--- src/rtl/g2rr_pkg.sv ---
// Shared types and constants for the 2bpp glyph row repacker.
// Used by g2rr_core, g2rr_fifo and glyph_2bpp_row_repacker; no dependencies.
package g2rr_pkg;

  // Output queue depth and count width (count must hold the depth itself).
  localparam int unsigned QueueDepth = 4;
  localparam int unsigned QueueAw    = $clog2(QueueDepth);
  localparam int unsigned QueueCw    = $clog2(QueueDepth + 1);

  // Most results one item can cause.
  localparam int unsigned MaxResults = 2;

  typedef struct packed {
    logic [7:0] source_byte;
    logic [7:0] glyph_width;
    logic [7:0] glyph_height;
    logic       glyph_start;
  } item_t;

  typedef struct packed {
    logic [7:0] packed_byte;
    logic       glyph_last;
  } result_t;

  // Results of one processed item, packed from slot 0 upward.
  typedef struct packed {
    logic [1:0] count;
    result_t    res1;
    result_t    res0;
  } step_t;

endpackage

--- src/rtl/g2rr_core.sv ---
// Repacking datapath and position state: one item per step, up to two results.
// Depends on g2rr_pkg.
module g2rr_core (
  input  logic             clk_i,
  input  logic             rst_ni,
  input  logic             step_i,
  input  g2rr_pkg::item_t  item_i,
  output g2rr_pkg::step_t  step_o
);

  logic [5:0] acc_q, acc_d;
  logic [2:0] bits_q, bits_d;
  logic [5:0] bir_q, bir_d;
  logic [7:0] row_q, row_d;

  logic [5:0]  acc_c;
  logic [2:0]  bits_c;
  logic [5:0]  bir_c;
  logic [7:0]  row_c;
  logic [8:0]  stride_sum;
  logic [6:0]  stride;
  logic        row_end;
  logic [2:0]  npix;
  logic [3:0]  nbits;
  logic [7:0]  pix;
  logic [13:0] combined;
  logic [3:0]  total;
  logic [2:0]  rem;
  logic        have_byte;
  logic [7:0]  full_byte;
  logic [5:0]  acc_n;
  logic [2:0]  bits_n;
  logic        glyph_end;
  logic        flush;
  logic [7:0]  flush_byte;
  logic        size_zero;

  always_comb begin
    // glyph_start clears position before the byte is used
    acc_c  = item_i.glyph_start ? 6'd0 : acc_q;
    bits_c = item_i.glyph_start ? 3'd0 : bits_q;
    bir_c  = item_i.glyph_start ? 6'd0 : bir_q;
    row_c  = item_i.glyph_start ? 8'd0 : row_q;

    size_zero  = (item_i.glyph_width == 8'd0) || (item_i.glyph_height == 8'd0);
    stride_sum = {1'b0, item_i.glyph_width} + 9'd3;
    stride     = stride_sum[8:2];
    row_end    = ({1'b0, bir_c} + 7'd1) >= stride;

    if (row_end && (item_i.glyph_width[1:0] != 2'd0)) begin
      npix = {1'b0, item_i.glyph_width[1:0]};
    end else begin
      npix = 3'd4;
    end
    nbits    = {npix, 1'b0};
    pix      = item_i.source_byte >> (4'd8 - nbits);
    combined = ({8'd0, acc_c} << nbits) | {6'd0, pix};
    total    = {1'b0, bits_c} + nbits;

    have_byte = (total >= 4'd8);
    rem       = 3'(total - 4'd8);
    full_byte = 8'(combined >> rem);
    if (have_byte) begin
      acc_n  = 6'(combined & ((14'd1 << rem) - 14'd1));
      bits_n = rem;
    end else begin
      acc_n  = combined[5:0];
      bits_n = total[2:0];
    end

    glyph_end = 1'b0;
    bir_d     = bir_c + 6'd1;
    row_d     = row_c;
    if (row_end) begin
      bir_d = 6'd0;
      if (({1'b0, row_c} + 9'd1) >= {1'b0, item_i.glyph_height}) begin
        glyph_end = 1'b1;
      end else begin
        row_d = row_c + 8'd1;
      end
    end
    acc_d  = acc_n;
    bits_d = bits_n;

    // leftover bits go out left-aligned, zero-filled below
    flush      = glyph_end && (bits_n != 3'd0);
    flush_byte = {2'd0, acc_n} << (4'd8 - {1'b0, bits_n});

    if (glyph_end) begin
      acc_d  = 6'd0;
      bits_d = 3'd0;
      bir_d  = 6'd0;
      row_d  = 8'd0;
    end

    step_o = '0;
    if (have_byte) begin
      step_o.res0 = '{packed_byte: full_byte, glyph_last: glyph_end && !flush};
      step_o.res1 = '{packed_byte: flush_byte, glyph_last: 1'b1};
      step_o.count = flush ? 2'd2 : 2'd1;
    end else if (flush) begin
      step_o.res0  = '{packed_byte: flush_byte, glyph_last: 1'b1};
      step_o.count = 2'd1;
    end

    // zero size: byte ignored, only the start clearing sticks
    if (size_zero) begin
      step_o.count = 2'd0;
      acc_d        = acc_c;
      bits_d       = bits_c;
      bir_d        = bir_c;
      row_d        = row_c;
    end
  end

  always_ff @(posedge clk_i or negedge rst_ni) begin
    if (!rst_ni) begin
      acc_q  <= '0;
      bits_q <= '0;
      bir_q  <= '0;
      row_q  <= '0;
    end else if (step_i) begin
      acc_q  <= acc_d;
      bits_q <= bits_d;
      bir_q  <= bir_d;
      row_q  <= row_d;
    end
  end

endmodule

--- src/rtl/g2rr_fifo.sv ---
// Small result queue: takes up to two results per cycle, hands out one while the consumer is ready.
// Depends on g2rr_pkg.
module g2rr_fifo (
  input  logic              clk_i,
  input  logic              rst_ni,
  input  g2rr_pkg::step_t   push_i,
  input  logic              push_en_i,
  output logic              room_o,
  output logic              valid_o,
  input  logic              ready_i,
  output g2rr_pkg::result_t data_o
);

  localparam int unsigned Aw = g2rr_pkg::QueueAw;
  localparam int unsigned Cw = g2rr_pkg::QueueCw;

  g2rr_pkg::result_t mem_q [g2rr_pkg::QueueDepth];

  logic [Aw-1:0] head_q, head_d;
  logic [Aw-1:0] tail_q, tail_d;
  logic [Cw-1:0] count_q, count_d;
  logic [1:0]    push_n;
  logic          pop;
  logic [Aw-1:0] tail_p1;

  always_comb begin
    push_n  = push_en_i ? push_i.count : 2'd0;
    pop     = valid_o && ready_i;
    tail_p1 = tail_q + Aw'(1);
    head_d  = pop ? head_q + Aw'(1) : head_q;
    tail_d  = tail_q + Aw'(push_n);
    count_d = count_q + Cw'(push_n) - Cw'(pop);
  end

  assign valid_o = (count_q != '0);
  assign data_o  = mem_q[head_q];
  assign room_o  = (count_q <= Cw'(g2rr_pkg::QueueDepth - g2rr_pkg::MaxResults));

  always_ff @(posedge clk_i) begin
    if (push_n != 2'd0) begin
      mem_q[tail_q] <= push_i.res0;
    end
    if (push_n == 2'd2) begin
      mem_q[tail_p1] <= push_i.res1;
    end
  end

  always_ff @(posedge clk_i or negedge rst_ni) begin
    if (!rst_ni) begin
      head_q  <= '0;
      tail_q  <= '0;
      count_q <= '0;
    end else begin
      head_q  <= head_d;
      tail_q  <= tail_d;
      count_q <= count_d;
    end
  end

endmodule

--- src/rtl/glyph_2bpp_row_repacker.sv ---
// Top level of the 2bpp glyph row repacker: input register, repack core, result queue.
// Depends on g2rr_pkg, g2rr_core and g2rr_fifo.
//
//  channel | signals                                              | dir
//  --------+------------------------------------------------------+-----
//  in      | in_valid_i/in_ready_o, source_byte_i, glyph_width_i, | in
//          | glyph_height_i, glyph_start_i                        |
//  out     | out_valid_o/out_ready_i, packed_byte_o, glyph_last_o | out
//
// One source byte per clock is taken while the queue has room; a byte's results
// (zero, one, or two at glyph end) are written into the result queue when the
// byte leaves the input register, and show on the output from there.
// The input register feeds the core, which writes a four-entry result queue;
// the register advances only while the queue has room for two results.
// Reset (rst_ni low, asynchronous) empties the input register and the queue
// and clears the accumulator and row/byte position.
// An output stall backs up through the queue into in_ready_o.
module glyph_2bpp_row_repacker (
  input  logic       clk_i,
  input  logic       rst_ni,
  input  logic       in_valid_i,
  output logic       in_ready_o,
  input  logic [7:0] source_byte_i,
  input  logic [7:0] glyph_width_i,
  input  logic [7:0] glyph_height_i,
  input  logic       glyph_start_i,
  output logic       out_valid_o,
  input  logic       out_ready_i,
  output logic [7:0] packed_byte_o,
  output logic       glyph_last_o
);

  // input register
  logic              in_valid_q;
  g2rr_pkg::item_t   item_q;

  logic              room;
  logic              advance;
  g2rr_pkg::step_t   step;
  g2rr_pkg::result_t head;

  // the held item moves into the core/queue once two result slots are free
  assign advance    = in_valid_q && room;
  assign in_ready_o = !in_valid_q || room;

  always_ff @(posedge clk_i or negedge rst_ni) begin
    if (!rst_ni) begin
      in_valid_q <= 1'b0;
    end else if (in_ready_o) begin
      in_valid_q <= in_valid_i;
    end
  end

  always_ff @(posedge clk_i) begin
    if (in_ready_o && in_valid_i) begin
      item_q <= '{source_byte:  source_byte_i,
                  glyph_width:  glyph_width_i,
                  glyph_height: glyph_height_i,
                  glyph_start:  glyph_start_i};
    end
  end

  // repack datapath; state updates only when the item leaves the register
  g2rr_core u_core (
    .clk_i  (clk_i),
    .rst_ni (rst_ni),
    .step_i (advance),
    .item_i (item_q),
    .step_o (step)
  );

  // results wait here for the consumer
  g2rr_fifo u_fifo (
    .clk_i     (clk_i),
    .rst_ni    (rst_ni),
    .push_i    (step),
    .push_en_i (advance),
    .room_o    (room),
    .valid_o   (out_valid_o),
    .ready_i   (out_ready_i),
    .data_o    (head)
  );

  assign packed_byte_o = head.packed_byte;
  assign glyph_last_o  = head.glyph_last;

endmodule
--- config.mk ---
export PLATFORM = sky130hd
export DESIGN_NAME = glyph_2bpp_row_repacker
export DESIGN_NICKNAME = d
export VERILOG_FILES = /design/src/rtl/g2rr_pkg.sv /design/src/rtl/g2rr_core.sv /design/src/rtl/g2rr_fifo.sv /design/src/rtl/glyph_2bpp_row_repacker.sv
export SDC_FILE = /design/constraint.sdc
export NUM_CORES = 1
export LEC_CHECK = 0
export BUFFER_PORTS_ARGS = -buffer_cell sky130_fd_sc_hd__buf_2
export CAP_MARGIN = 20
export CELL_PAD_IN_SITES_DETAIL_PLACEMENT = 1
export CELL_PAD_IN_SITES_GLOBAL_PLACEMENT = 2
export CORE_MARGIN = 2
export CORE_UTILIZATION = 25
export CTS_CLUSTER_DIAMETER = 40
export CTS_CLUSTER_SIZE = 12
export DETAILED_ROUTE_END_ITERATION = 16
export PLACE_DENSITY_LB_ADDON = 0.1
export SYNTH_ARGS = -nofsm -noshare
export SYNTH_HDL_FRONTEND = slang
export SYNTH_SLANG_ARGS = --single-unit
--- constraint.sdc ---
create_clock -name clk_i -period 6.9 [get_ports clk_i]
set_input_delay 1.38 -clock clk_i [delete_from_list [all_inputs] [get_ports clk_i]]
set_output_delay 1.38 -clock clk_i [all_outputs]
set_load 0.05 [all_outputs]
==> results.ini <==
[job]
max_cap_viol_count = 0

[timing]
timing.final.setup_violations = 0
fin_tns_setup_ps = 0
slew_viol_final = 0
rsz_0062_raised_after_global_routing = false
fin_crit_sh = 0.9180
timing_hold_violations_final = 0
worst-slew-pin-transition_ps = 785.2
maxClockFrequency_mhz = 157.9
timing.final.crit_period_ps = 6334
timing.clock.skew_ps = 10.25
max-slew-margin-rel = 0.4766

[synth]
post_synth_main_area_contributors = edfxtp_1, dfrtp_1, ha_1, o21ai_0, nand2_1
synth_fp_nets = 793
synthesis.area_per_instance_um2 = 9.246
yosys.area.top_type = edfxtp_1
number_of_synthesized_flops_with_an_enable_pin = 61
synthDominantCellAreaShare = 0.2692
synth.yosys.seq_area_share = 0.3832
async_flop_share = 0.3370
synth.distinct_cells = 70
synthFlopType = edfxtp_1
yosys_warnings = 0
postSynthRegisterBits = 92
netlist_area_um2 = 6805
synth_cells = 736

[routing]
drt_iter0_markers = 331
ant_nets = 0
post-route-drc-count = 0
num_vias = 5942
final_wl_um = 23470
wl_per_cell_um = 21.22
route.detailed.vias_per_inst = 5.373
first_pass_iters = 5

[cells_and_area]
post_layout_nonfiller_instances = 1106
share_of_post_route_cells_with_drive_strength_above_1 = 0.1608
nets = 817
area_growth_syn_to_layout_pct = 13.02
n_antenna_cell = 0
fillCellCount = 3125

[placement]
place_hpwl_um = 17830
io_buffers = 39
dp_cells = 1089
place.gp.congestion = 0.8000

[worst_setup_path]
crit_required_ps = 6970
critPathMaxFanout = 24
worst_path_dominant_cell_family = simple AND/OR/NAND/NOR gates
crit_path_start = item_q[0]
r2r_startpoint = item_q[0]
worst_stage_delay_on_the_critical_path_ps = 580
timing_worst_setup_path_type = reg -> reg
critical_path_buf_inv_count = 3
crit_path_start_kind = register
critical_path.endpoint_type = register
timing.reg2reg.setup_slack_ps = 570
critPathArrivalTime_ps = 6400
ff2ff_path_depth = 21
critical_path.slowest_cell = edfxtp_1
timing.critical_path.cells = clkinv_1 -> nand4_1 -> or3_1 -> a21oi_1 -> ha_1 -> and4_4 -> a211o_1 -> a21o_1 -> and2_1 -> nand3_1 -> fa_1 -> or3b_2 -> a211o_1 -> o211a_4 -> inv_2 -> ha_1 -> inv_1 -> nand3_1 -> or3_1 -> a21oi_1 -> o22ai_1
crit-reg2reg-capture = u_fifo.mem_q[1][4]

[floorplan]
num_rows = 60
initial_core_util = 0.2532
design.portCount = 40
core_region_area_um2 = 26880
die_x_um = 169.0
die_h_um = 169.0
floorplan.die_area_um2 = 28560

[global_routing]
grt_antenna_before_repair = 0
grt_overflow_total = 0
first_global_vias = 6155
grt_first_pass_wirelength_um = 37000
grt_usage = 0.1675
grt_max_degree = 32

[worst_hold_path]
holdCritStartpoint = u_core.row_q[6]
hold-path-endpoint = u_core.row_q[6]
hold_path.class = reg -> reg
hold-path-cell-count = 1

[clocking]
worst_skew_pair_later_pin_latency_ps = 350
hold_buffers = 0
cts_htree_levels = 3
numCtsBuffers = 9
tritoncts = yes
path_clk_slew_ps = 80
post_cts_buffers = 0
clock_tree.buffer_depth = 2
cts_root_buffer = clkbuf_16
sink_count_of_the_clock_tree = 92
cts-resized-gates = 0

[power]
power_per_cell_area_nw_per_um2 = 417.8
vdd_drop_max_v = 0.0001159
p_leak_nw = 2.959

[outcome]
outcome = complete, no violations

==> power breakdown <==
group,internal (W),switching (W),total [W],leakage [nW]
Sequential,0.000808,0.000136,0.000945,0.971
Combinational,0.000585,0.00118,0.00177,1.84
Clock,0.000252,0.000247,0.000499,0.144
==> per-stage QoR <==
step | area, um^2 | hold slack, ps | worst slack, ps | utilization | total power, W
after floorplan | 6805 | 440.8 | 372.7 | - | 0.002147
after global placement | 7400 | 466.4 | 650.3 | 0.2753 | 0.002701
after detailed placement | 7400 | 473.0 | 599.9 | 0.2753 | 0.002738
after CTS | 7684 | 485.9 | 534.6 | 0.2859 | 0.003250
after global routing | 7691 | 520.0 | 82.40 | 0.2862 | 0.003452
final | 7691 | 487.4 | 566.1 | 0.2862 | 0.003213
==> cells in the final DEF, fill, tap and decap left out, types with 15 or more instances in the layout <==
cell	Yosys	routed
nand2_1	66	66
o21ai_0	65	64
edfxtp_1	61	61
nor2_1	48	48
a21oi_1	41	41
buf_2	3	39
nand3_1	36	36
dfrtp_1	31	31
ha_1	26	26
buf_4	0	24
mux2i_1	23	23
inv_1	23	23
nor3_1	17	17
nand2b_1	16	16
a31oi_1	15	15
==> worst register-to-register path, cell delays in order, from the launching register on <==
cell and delay (ps):
edfxtp_1 580, clkinv_1 120, nand4_1 210, or3_1 410
a21oi_1 230, ha_1 300, and4_4 240, a211o_1 340
a21o_1 210, and2_1 180, nand3_1 90, fa_1 280
or3b_2 460, a211o_1 250, o211a_4 210, inv_2 370
ha_1 400, inv_1 110, nand3_1 160, or3_1 540
a21oi_1 270, o22ai_1 110
==> cell type report <==
cell class                 instances  area, um^2  area share
clock buffer                       9       225.2     0.02928
clock inverter                     7       58.81    0.007646
inverter                          26       97.59     0.01269
multi-input combinational        568        3900      0.5071
sequential                        92        2608      0.3390
tap                              341       426.7     0.05547
timing repair buffer              63       375.4     0.04880
==> cells by family after synthesis <==
kind of cell / Yosys count / share of synthesized area
compound gates: 222 / 0.2214
flops: 92 / 0.3832
fa+ha+maj: 28 / 0.05369
buf+inv: 76 / 0.04468
simple gates: 258 / 0.1923
mux: 37 / 0.07520
xor+xnor: 23 / 0.02960
==> worst max path at each step <==
stage / cells after the start / endpoint
after floorplan: 25 / u_fifo.mem_q[3][0]
after global placement: 20 / u_fifo.mem_q[1][6]
after detailed placement: 20 / u_fifo.mem_q[0][6]
after CTS: 21 / u_fifo.mem_q[1][4]
after global routing: 22 / u_fifo.mem_q[2][4]
final: 21 / u_fifo.mem_q[1][4]
==> synthesized netlist by cell type, types with 5 or more instances <==
library cell  instances
o21ai_0              65
buf_1                 7
o211ai_1             10
a31oi_1              15
dfrtp_1              31
inv_1                23
nand2b_1             16
xnor2_1              12
or3_1                 7
mux2i_1              23
nor4_1                5
a22o_1                5
mux4_2               11
clkbuf_1             38
a211oi_2              5
nor2_1               48
or2_2                 7
nor2b_1              10
nand3_1              36
nor3_1               17
nand2_1              66
o22ai_1              12
o31ai_1              12
nand4_1              12
a21oi_1              41
xor2_1               11
and2_1               11
a311oi_1              5
ha_1                 26
edfxtp_1             61
o2111ai_1             6
==> metal layers <==
layer	GRT usage	wire, um	up-vias
met5	0	0	-
met4	0.03196	295	0
met3	0.02058	684	21
met1	0.2351	11580	2960
met2	0.2792	10910	120
li1	-	-	2841
==> sequential cells by signal, summed over array words and instances, names as in the netlist, 3 cells and up <==
register	flops
u_core.bir_q	6
item_q	25
u_core.acc_q	6
u_core.bits_q	3
u_fifo.mem_q	36
u_core.row_q	8
u_fifo.count_q	3
Power figures use the tool's default switching activity.
